$ cat src/ppts_pkg.sv
`default_nettype none

package ppts_pkg;

  localparam int SLOT_W   = 4;
  localparam int TIME_W   = 16;
  localparam int BURST_W  = 16;
  localparam int PRIO_W   = 8;
  localparam int TICK_W   = 32;
  localparam int CFG_W    = 5;
  localparam int IN_W     = 48;
  localparam int OUT_W    = 40;

  localparam int APB_ADDR_W = 3;
  localparam int APB_DATA_W = 32;

  localparam logic [0:0] REG_ACTIVE_COUNT = 1'b0;

  typedef struct packed {
    logic              all_done;
    logic              finished;
    logic              switched;
    logic [SLOT_W-1:0] selected_slot;
    logic              selected_valid;
    logic [TICK_W-1:0] tick_time;
  } result_t;

endpackage

`default_nettype wire

$ cat src/preemptive_priority_tick_scheduler_core.sv
// Channel   Dir  Handshake          Payload
// s_*       in   s_tvalid/s_tready  s_tuser = command, s_tdata = load fields
// m_*       out  m_tvalid/m_tready  m_tdata = one result per tick command
// apb       in   psel/penable       active_count at byte address 0
//
// A load writes the slot memory at the accept edge.
// A tick reads the slot memory once for each of n = min(active_count, MAX_PROCESSES)
// slots through a single priority comparator; a selected slot is then written back.
// Once all slots are done a tick scans nothing and goes straight to EMIT.
// Reset clears counters and slot valid bits; memory contents need no clearing pass.
// A result waiting in m_tdata does not stop loads; the next tick result waits for it.
`default_nettype none

module preemptive_priority_tick_scheduler_core #(
  parameter int MAX_PROCESSES = 16,
  parameter int PRIORITY_BITS = 8
) (
  input  wire logic                              clk,
  input  wire logic                              rst,
  input  wire logic                              s_tvalid,
  output logic                                   s_tready,
  input  wire logic [0:0]                        s_tuser,  // command
  // slot, arrival_time, burst_length, priority_level, zero pad
  input  wire logic [ppts_pkg::IN_W-1:0]         s_tdata,
  output logic                                   m_tvalid,
  input  wire logic                              m_tready,
  // tick_time, selected_valid, selected_slot, switched, finished, all_done
  output logic [ppts_pkg::OUT_W-1:0]             m_tdata,
  input  wire logic                              psel,
  input  wire logic                              penable,
  input  wire logic                              pwrite,
  input  wire logic [ppts_pkg::APB_ADDR_W-1:0]   paddr,
  input  wire logic [ppts_pkg::APB_DATA_W-1:0]   pwdata,
  output logic [ppts_pkg::APB_DATA_W-1:0]        prdata,
  output logic                                   pready
);

  localparam int SW = $clog2(MAX_PROCESSES);
  localparam int NW = (SW + 1 > ppts_pkg::CFG_W) ? SW + 1 : ppts_pkg::CFG_W;
  localparam int XW = (SW > ppts_pkg::SLOT_W) ? SW : ppts_pkg::SLOT_W;
  localparam int WW = ppts_pkg::TIME_W + PRIORITY_BITS + ppts_pkg::BURST_W;
  localparam int RL = ppts_pkg::BURST_W;
  localparam int PH = RL + PRIORITY_BITS;

  typedef enum logic [1:0] {IDLE, SCAN, EMIT} state_t;

  state_t                       state;
  logic [ppts_pkg::CFG_W-1:0]   active_count;
  logic [MAX_PROCESSES-1:0]     vld;
  logic [ppts_pkg::TICK_W-1:0]  tick_counter;
  logic                         run_valid;
  logic [SW-1:0]                run_slot;
  logic [NW-1:0]                completed;
  logic                         running;
  logic [NW-1:0]                ra;
  logic                         pv;
  logic [SW-1:0]                pidx;
  logic                         found;
  logic [SW-1:0]                best;
  logic [PRIORITY_BITS-1:0]     best_pri;
  logic [ppts_pkg::TIME_W-1:0]  best_arr;
  logic [ppts_pkg::BURST_W-1:0] best_rem;

  logic [ppts_pkg::SLOT_W-1:0]  in_slot;
  logic [ppts_pkg::TIME_W-1:0]  in_arr;
  logic [ppts_pkg::BURST_W-1:0] in_burst;
  logic [ppts_pkg::PRIO_W-1:0]  in_pri;
  logic [XW-1:0]                slot_x;
  logic                         slot_ok;
  logic                         s_accept;
  logic                         load_we;
  logic                         out_free;
  logic                         emit_we;
  logic [NW-1:0]                n_eff;
  logic                         issue;

  logic                         ram_we;
  logic [SW-1:0]                ram_waddr;
  logic [WW-1:0]                ram_wdata;
  logic [WW-1:0]                ram_rdata;

  logic [ppts_pkg::TIME_W-1:0]  rd_arr;
  logic [PRIORITY_BITS-1:0]     rd_pri;
  logic [ppts_pkg::BURST_W-1:0] rd_rem;
  logic                         elig;

  logic [ppts_pkg::BURST_W-1:0] rem_dec;
  logic                         fin;
  logic                         sw;
  logic [NW-1:0]                completed_next;
  ppts_pkg::result_t            res;

  assign in_slot  = s_tdata[3:0];
  assign in_arr   = s_tdata[19:4];
  assign in_burst = s_tdata[35:20];
  assign in_pri   = s_tdata[43:36];
  assign slot_x   = XW'(in_slot);
  assign slot_ok  = (XW+1)'(slot_x) < (XW+1)'(MAX_PROCESSES);

  assign s_tready = (state == IDLE);
  assign s_accept = s_tvalid && s_tready;
  assign load_we  = s_accept && (s_tuser[0] == 1'b0) && slot_ok;
  assign out_free = !m_tvalid || m_tready;
  assign emit_we  = (state == EMIT) && out_free && found;

  assign n_eff = (NW'(active_count) > NW'(MAX_PROCESSES)) ? NW'(MAX_PROCESSES)
                                                           : NW'(active_count);
  assign issue = ra < n_eff;

  assign rd_rem = vld[pidx] ? ram_rdata[RL-1:0] : '0;
  assign rd_pri = ram_rdata[PH-1:RL];
  assign rd_arr = ram_rdata[WW-1:PH];
  assign elig   = (ppts_pkg::TICK_W'(rd_arr) <= tick_counter) && (rd_rem != '0);

  assign rem_dec        = best_rem - 1'b1;
  assign fin            = found && (rem_dec == '0);
  assign sw             = found && (!run_valid || (run_slot != best));
  assign completed_next = completed + NW'(fin);

  always_comb begin
    res.tick_time      = tick_counter;
    res.selected_valid = found;
    res.selected_slot  = ppts_pkg::SLOT_W'(best);
    res.switched       = sw;
    res.finished       = fin;
    res.all_done       = completed_next >= n_eff;
  end

  always_comb begin
    if (load_we) begin
      ram_we    = 1'b1;
      ram_waddr = slot_x[SW-1:0];
      ram_wdata = {in_arr, PRIORITY_BITS'(in_pri), in_burst};
    end else begin
      ram_we    = emit_we;
      ram_waddr = best;
      ram_wdata = {best_arr, best_pri, rem_dec};
    end
  end

  ppts_ram #(
    .WIDTH (WW),
    .DEPTH (MAX_PROCESSES)
  ) u_slot_ram (
    .clk   (clk),
    .we    (ram_we),
    .waddr (ram_waddr),
    .wdata (ram_wdata),
    .raddr (ra[SW-1:0]),
    .rdata (ram_rdata)
  );

  assign pready = 1'b1;
  assign prdata = (paddr[2] == ppts_pkg::REG_ACTIVE_COUNT)
                  ? ppts_pkg::APB_DATA_W'(active_count) : '0;

  always_ff @(posedge clk) begin
    if (rst) begin
      active_count <= '0;
    end else if (psel && penable && pwrite && pready
                 && (paddr[2] == ppts_pkg::REG_ACTIVE_COUNT)) begin
      active_count <= pwdata[ppts_pkg::CFG_W-1:0];
    end
  end

  always_ff @(posedge clk) begin
    if (rst) begin
      state        <= IDLE;
      vld          <= '0;
      tick_counter <= '0;
      run_valid    <= 1'b0;
      run_slot     <= '0;
      completed    <= '0;
      running      <= 1'b0;
      ra           <= '0;
      pv           <= 1'b0;
      found        <= 1'b0;
      m_tvalid     <= 1'b0;
    end else begin
      if (m_tvalid && m_tready) begin
        m_tvalid <= 1'b0;
      end
      unique case (state)
        IDLE: begin
          if (load_we) begin
            vld[slot_x[SW-1:0]] <= 1'b1;
            tick_counter        <= '0;
            run_valid           <= 1'b0;
            run_slot            <= '0;
            completed           <= '0;
          end else if (s_accept && s_tuser[0]) begin
            found   <= 1'b0;
            best    <= '0;
            ra      <= '0;
            pv      <= 1'b0;
            running <= completed < n_eff;
            state   <= (completed < n_eff) ? SCAN : EMIT;
          end
        end
        SCAN: begin
          if (issue) begin
            ra <= ra + 1'b1;
          end
          pv   <= issue;
          pidx <= ra[SW-1:0];
          if (pv && elig && (!found || (rd_pri < best_pri))) begin
            found    <= 1'b1;
            best     <= pidx;
            best_pri <= rd_pri;
            best_arr <= rd_arr;
            best_rem <= rd_rem;
          end
          if (ra == n_eff) begin
            state <= EMIT;
          end
        end
        EMIT: begin
          if (out_free) begin
            m_tvalid <= 1'b1;
            m_tdata  <= res;
            if (found) begin
              run_valid <= 1'b1;
              run_slot  <= best;
              completed <= completed_next;
            end
            if (running && (tick_counter != '1)) begin
              tick_counter <= tick_counter + 1'b1;
            end
            state <= IDLE;
          end
        end
        default: state <= IDLE;
      endcase
    end
  end

  a_completed_bound: assert property (@(posedge clk) disable iff (rst)
    completed <= NW'(MAX_PROCESSES))
    else $error("completed count beyond slot count");

  a_no_write_in_scan: assert property (@(posedge clk) disable iff (rst)
    (state == SCAN) |-> !ram_we)
    else $error("slot memory written during scan");

  a_finish_needs_run: assert property (@(posedge clk) disable iff (rst)
    (m_tvalid && m_tdata[38]) |-> m_tdata[32])
    else $error("finished without a selected slot");

  a_load_clears_time: assert property (@(posedge clk) disable iff (rst)
    load_we |=> (tick_counter == '0) && (completed == '0))
    else $error("load did not restart the schedule");

endmodule

`default_nettype wire

$ cat src/ppts_ram.sv
`default_nettype none

module ppts_ram #(
  parameter int WIDTH = 8,
  parameter int DEPTH = 16
) (
  input  wire logic                     clk,
  input  wire logic                     we,
  input  wire logic [$clog2(DEPTH)-1:0] waddr,
  input  wire logic [WIDTH-1:0]         wdata,
  input  wire logic [$clog2(DEPTH)-1:0] raddr,
  output logic      [WIDTH-1:0]         rdata
);

  logic [WIDTH-1:0] mem [DEPTH];

  always_ff @(posedge clk) begin
    if (we) begin
      mem[waddr] <= wdata;
    end
    rdata <= mem[raddr];
  end

endmodule

`default_nettype wire

$ cat config.mk
export PLATFORM = sky130hd
export DESIGN_NAME = preemptive_priority_tick_scheduler_core
export DESIGN_NICKNAME = d
export VERILOG_FILES = /design/src/ppts_pkg.sv /design/src/preemptive_priority_tick_scheduler_core.sv /design/src/ppts_ram.sv
export SDC_FILE = /design/constraint.sdc
export NUM_CORES = 1
export LEC_CHECK = 0
export BUFFER_PORTS_ARGS = -buffer_cell sky130_fd_sc_hd__buf_2
export CAP_MARGIN = 10
export CORE_MARGIN = 3
export CORE_UTILIZATION = 55
export CTS_CLUSTER_DIAMETER = 120
export DETAILED_ROUTE_END_ITERATION = 8
export PLACE_DENSITY = 0.73
export SLEW_MARGIN = 20
export SYNTH_ARGS = -nofsm -noshare
export SYNTH_HDL_FRONTEND = slang
export SYNTH_SLANG_ARGS = --single-unit
$ cat constraint.sdc
create_clock -name clk -period 8 [get_ports clk]
set_input_delay 1.6 -clock clk [delete_from_list [all_inputs] [get_ports clk]]
set_output_delay 1.6 -clock clk [all_outputs]
set_load 0.005 [all_outputs]
==> results of run 1 <==
through the flow:
stage | instances | hold WS, ns | utilization | cell area, um^2 | setup WS [ns]
2_1_floorplan | 1870 | 0.408 | - | 33500 | 3.05
3_3_place_gp | 2677 | 0.416 | 0.585 | 34900 | 2.49
3_5_place_dp | 2677 | 0.427 | 0.585 | 34900 | 2.47
4_1_cts | 2832 | 0.445 | 0.633 | 37700 | 3.12
6_report | 2836 | 0.447 | 0.635 | 37800 | 3.03
5_1_grt | 2836 | 0.445 | 0.635 | 37800 | 2.97
placed cells by master (no fill, tap or decap), drive strengths merged, types with 7 or more instances in the layout:
cell type	netlist	routed
edfxtp	728	728
mux4	204	204
buf	48	147
nand2	136	136
dfxtp	114	114
clkbuf	62	106
nor2	73	73
a21oi	61	61
ha	43	43
o21ai	41	41
inv	37	39
nand3	35	35
clkinv	0	34
conb	2	28
or3	23	23
mux2i	22	22
and2	20	20
nand4	18	18
nor4	16	16
nor3	14	14
or4	13	13
bufinv	0	11
and3	11	11
xnor2	10	10
xor2	10	10
a31oi	10	10
nor2b	9	9
o31ai	8	8
a21o	7	7
and4	7	7
nand2b	7	7
logic make-up after synthesis:
kind of cell / synth area share
multiplexers: 0.145
XOR/XNOR: 0.00525
other: 0.000225
AND/OR/NAND/NOR: 0.0600
flip-flops: 0.723
AO/OA/AOI/OAI: 0.0299
adder cells (fa/ha/maj): 0.0161
buffers and inverters: 0.0207
final cells by class:
class	instances	area [um^2]	share of cell area
flip-flops and latches	842	24200	0.639
multi-input cells	881	8790	0.232
clock buffers	105	2320	0.0615
well taps	773	967	0.0256
repair buffers	148	920	0.0243
clock inverters	50	533	0.0141
inverters	37	139	0.00367
power by group through the flow:
stage          combinational, mW  sequential, mW  clock, mW
5_1_grt                    0.219            4.82       4.25
2_1_floorplan              0.117            4.91          0
6_report                   0.198            4.82       4.02
3_5_place_dp               0.196            4.91          0
4_1_cts                    0.197            4.82       4.09
3_3_place_gp               0.186            4.91          0
worst max-delay path, delay by kind of cell:
family                 cells  cell delay (ns)
AO/OA/AOI/OAI              1             0.37
buffers and inverters      3             1.02
AND/OR/NAND/NOR            3             2.21
sequential cells by signal (all words and copies together) (netlist names), 2 cells and up:
register / flops
pidx: 4
active_count: 5
best: 4
completed: 5
tick_counter: 32
u_slot_ram.mem: 640
state: 2
m_tdata: 40
vld: 16
best_arr: 16
best_rem: 16
u_slot_ram.rdata: 40
best_pri: 8
ra: 5
run_slot: 4
per-layer routing:
metal / global-route usage / vias to the layer above / part of all wire
met1: 0.332 / 9180 / 0.41
met2: 0.362 / 737 / 0.49
li1: - / 7637 / -
met5: 0 / - / 0.000098
met3: 0.0387 / 129 / 0.074
met4: 0.0750 / 2 / 0.023
worst min path at each step:
| stage | from | to | slack (ns) | cells past startpoint |
|---|---|---|---|---|
| after floorplan | u_slot_ram.rdata[24] | best_arr[0] | 0.41 | 0 |
| after global placement | u_slot_ram.rdata[16] | best_pri[0] | 0.42 | 0 |
| after detailed placement | u_slot_ram.rdata[37] | best_arr[13] | 0.43 | 0 |
| after CTS | u_slot_ram.rdata[16] | best_pri[0] | 0.44 | 0 |
| after global routing | u_slot_ram.rdata[16] | best_pri[0] | 0.45 | 0 |
| final | u_slot_ram.rdata[16] | best_pri[0] | 0.45 | 0 |
==> impl_metrics.yaml, run 1 <==
outcome:
  outcome: "finished clean"
floorplan:
  dieArea_um2: 63700
  num_rows: 89
  fp.coreArea_um2: 59600
  die_h_um: 252
  initial_core_util: 0.560
  boundaryPins: 166
  fp.dieW_um: 252
worst_setup_path:
  crit_type: "in -> reg"
  worst_path_largest_cell_delay_ns: 0.93
  critPathLaunch: "s_tuser"
  crit_chain: "buf_2 -> or4b_2 -> buf_4 -> nor3b_1 -> a21oi_1 -> nor2_4 -> buf_4"
  start_kind: "input port"
  crit_required_ns: 8.27
  crit_top_cell: "buf_4"
  crit_fanout: 39
  cp-end-kind: "flip-flop"
  r2r-end: "u_slot_ram.mem[9][25]"
  rrSetupSlack_ns: 3.65
  r2r_cells: 6
  arrival_ns: 5.23
  r2r-start: "state[0]"
  critPathCapture: "u_slot_ram.mem[9][25]"
  slowest_stage: "nor2_4"
clock_network:
  cts_resized: 0
  postCtsHoldBufs: 0
  cts_root_buffer: "clkbuf_16"
  htree_levels: 3
  cts.sinks: 842
  clk_latency_ns: 0.62
  cts_made_buffers: 84
  cts_max_path_buffers: 3
  cts_tree: "built"
  cts.clk_slew.worst_paths_ns: 0.06
  post_cts.repair.setup_buffers: 0
drt:
  drtAntennaViolNets: 0
  first_iter_violations: 1755
  wl_um: 71800
  drc: 0
  firstDrtPassIters: 5
  vias: 17700
  post_drt_wl_per_cell_um: 25.3
  viasPerCell: 6.24
layout:
  n_antenna_cell: 0
  syn_to_final_growth_pct: 13.3
  final_net_count: 2128
  fillers: 3964
  drive_above_1_share: 0.253
grt:
  antenna_found_initial: 1
  grt_pass1_vias: 17700
  grt_util_all_layers: 0.229
  overflow: 0
  grt_max_degree: 90
  grt_pass1_wl_um: 108000
placed_design:
  port_buffers: 104
  gp_congestion: 0.866
  hpwl_um: 39900
synthesis:
  ys_async_sr_fraction: 0
  yosysWarnings: 0
  synth.most_common_cell: "edfxtp_1"
  yosysSeqAreaShare: 0.723
  yosys_register_bits: 842
  syn_inst: 1844
  yosysUniqueCellTypes: 62
  synth_edf_count: 728
  yosysTopAreaCell: "edfxtp_1"
  synthDominantCellAreaShare: 0.655
  synth_top_flop_cell: "edfxtp_1"
  yosys-top-cells-count: "edfxtp_1, mux4_2, nand2_1"
  synth_area_um2: 33400
  ys_top_cells_by_area: "edfxtp_1, mux4_2, dfxtp_1, ha_1, nand2_1"
  syn_avg_cell_area_um2: 18.1
sta:
  fin_crit_ns: 4.97
  grt_setup_unrepaired: "no"
  tightest_slew_ns: 1.18
  drv_slew: 0
  max_freq_mhz: 201
  setup_tns_ns: 0
  skew_ns: 0.0217
  setup_viol: 0
  finalCritPeriodShare: 0.621
  hold_viol: 0
  timing.slew.headroom: 0.205
power_and_ir_drop:
  p_leak_nw: 12.2
  seqPwrFrac: 0.533
  power-per-cell-area_nw_per_um2: 239
  p_sw_mw: 1.76
  vdd_drop_max_mv: 0.170
  p_int_mw: 7.27
  netSwitchingFraction: 0.195
  pwr-share-comb: 0.022
  total_power_mw: 9.03
  clkPwrFrac: 0.445
job:
  drv_cap: 0
worst_hold_path:
  hold_class: "reg -> reg"
Power figures use the tool's default switching activity.
==> run 2, diff against run 1 <==
Settings changed: PLACE_DENSITY 0.73 to 0.76.
Clock period 8 ns to 4.2 ns, I/O delays scaled along.
==> run 2 against run 1 <==
  * Sequential cell count unchanged
  * Setup slack worse by 2.8 ns
  * Combinational power up 100%
  * Core utilization about the same
  * Final area about the same
  * Critical path depth up 5
  * Clock skew about the same
  * First-iteration DRC count up 21%
  * Cell count up 0.46%
  * Critical path type is now reg -> reg
  * Critical endpoint is now m_tdata[39]
==> impl_metrics.yaml, run 2 (same netlist as run 1, synthesis figures left out) <==
placed_design:
  hpwl_um: 40500
  gp_congestion: 0.828
  place_ws_ns: 0.162
  dpl.cell_count: 2696
  port_buffers: 104
job:
  drv_cap: 0
worst_setup_path:
  cp_top_family: "compound AO/OA/AOI/OAI gates"
  crit_chain: "or3_1 -> or3_1 -> or4_1 -> a221o_1 -> a221oi_4 -> ha_1 -> ha_1 -> ha_1 -> a21o_1 -> a21o_1 -> a21o_1 -> a21o_1"
  critPathLaunch: "best_rem[4]"
  slowest_stage: "or3_1"
  crit_fanout: 4
  arrival_ns: 4.35
  worst_path_largest_cell_delay_ns: 0.44
  crit_type: "reg -> reg"
  cp-end-kind: "flip-flop"
  crit_required_ns: 4.58
  crit_top_cell: "a21o_1"
  r2r-start: "best_rem[4]"
  start_kind: "flip-flop"
  crit_buf_inv: 0
layout:
  drive_above_1_share: 0.250
  stdcell_count: 2849
  largest_register: "u_slot_ram.mem"
  fillers: 3845
  top_regs: "u_slot_ram.mem: 640 flops, m_tdata: 40 flops, u_slot_ram.rdata: 40 flops"
  postLayoutCoreUtil: 0.635
  regArea_um2: 24200
  final_net_count: 2142
  layout_common_cells: "edfxtp_1, mux4_2, nand2_1"
  syn_to_final_growth_pct: 13.3
  final_common_cell: "edfxtp_1"
  largest_reg_flops: 640
  multi_input_area_um2: 8800
power_and_ir_drop:
  vdd_drop_max_mv: 0.315
  power-per-cell-area_nw_per_um2: 437
  total_power_mw: 16.5
  p_leak_nw: 12.1
grt:
  grt_pass1_vias: 18400
  grt_max_degree: 112
  grt_util_all_layers: 0.249
  grt_pass1_wl_um: 117000
  antenna_found_initial: 3
  overflow: 0
sta:
  setup_ws_ns: 0.230
  grt_setup_unrepaired: "no"
  max_freq_mhz: 252
  finalCritPeriodShare: 0.945
  setup_tns_ns: 0
  timing.slew.headroom: 0.317
  fin_crit_ns: 3.97
  tightest_slew_ns: 1.02
  setup_viol: 0
  drv_slew: 0
  hold_viol: 0
  skew_ns: 0.0217
worst_hold_path:
  hold_class: "reg -> reg"
  worstHoldStart: "u_slot_ram.rdata[18]"
drt:
  vias: 18300
  firstDrtPassIters: 5
  wl_um: 78400
  drc: 0
  viasPerCell: 6.42
  first_iter_violations: 2131
  post_drt_wl_per_cell_um: 27.5
  drtAntennaViolNets: 0
clock_network:
  clk_latency_ns: 0.63
  cts_tree: "built"
  cts.sinks: 842
  cts_max_path_buffers: 3
  cts_made_buffers: 79
  cts.clk_slew.worst_paths_ns: 0.07
  htree_levels: 3
  cts_root_buffer: "clkbuf_16"
floorplan:
  initial_core_util: 0.560
  dieArea_um2: 63700
  fp.dieW_um: 252
  boundaryPins: 166
  die_h_um: 252
  fp.coreArea_um2: 59600
  num_rows: 89
outcome:
  outcome: "finished clean"
run 2: cell types whose count changed in the layout (fill, tap and decap cells not counted), moves of 6 or more:
cell and delta:
buf_12 +16, bufinv_16 -7, clkbuf_16 -6, clkinv_1 +11, clkinv_2 -11
run 2: stage by stage:
step / area (um^2) / hold slack (ns)
after floorplan: 33500 / 0.408
after global placement: 35200 / 0.420
after detailed placement: 35200 / 0.423
after CTS: 37800 / 0.435
after global routing: 37800 / 0.460
final: 37800 / 0.446
run 2: what timing repair did:
item	4_1_cts	5_1_grt
buffers inserted	0	1
gates resized for setup	0	3
endpoints found under the setup margin	0	1
hold buffers	0	0
run 2: final timing paths:
path,to,slack (ns),depth (start not counted)
max reg2reg,m_tdata[39],0.23,12
max,m_tdata[39],0.23,12
min,best_pri[2],0.45,0
min reg2reg,best_pri[2],0.45,0
run 2: area by class of cell:
type	count	share of cell area
diodes	1	0.0000662
clock buffers	101	0.0569
clock inverters	47	0.00996
inverters	37	0.00367
multi-input cells	881	0.233
flip-flops and latches	842	0.639
well taps	773	0.0256
repair buffers	167	0.0322
run 2: worst reg2reg max path, stage by stage, from the launching register on:
cell and delay [ns]:
edfxtp_1 0.37, or3_1 0.44, or3_1 0.36, or4_1 0.42, a221o_1 0.40, a221oi_4 0.27
ha_1 0.25, ha_1 0.26, ha_1 0.28, a21o_1 0.16, a21o_1 0.17, a21o_1 0.18
a21o_1 0.18
run 2: where the power goes:
group / switching, mW / internal [mW] / leakage (nW)
sequential: 0.0289 / 9.15 / 7.43
combinational: 0.285 / 0.112 / 3.46
clock: 3.07 / 3.90 / 1.22
total: 3.38 / 13.2 / 12.1
run 2: layer usage:
metal  up-vias  track usage  wire (um)
met2      1106        0.402      38200
met1      9369        0.339      29700
met5         -            0         42
li1       7660            -          -
met4         6       0.0840       2040
met3       160       0.0606       8340
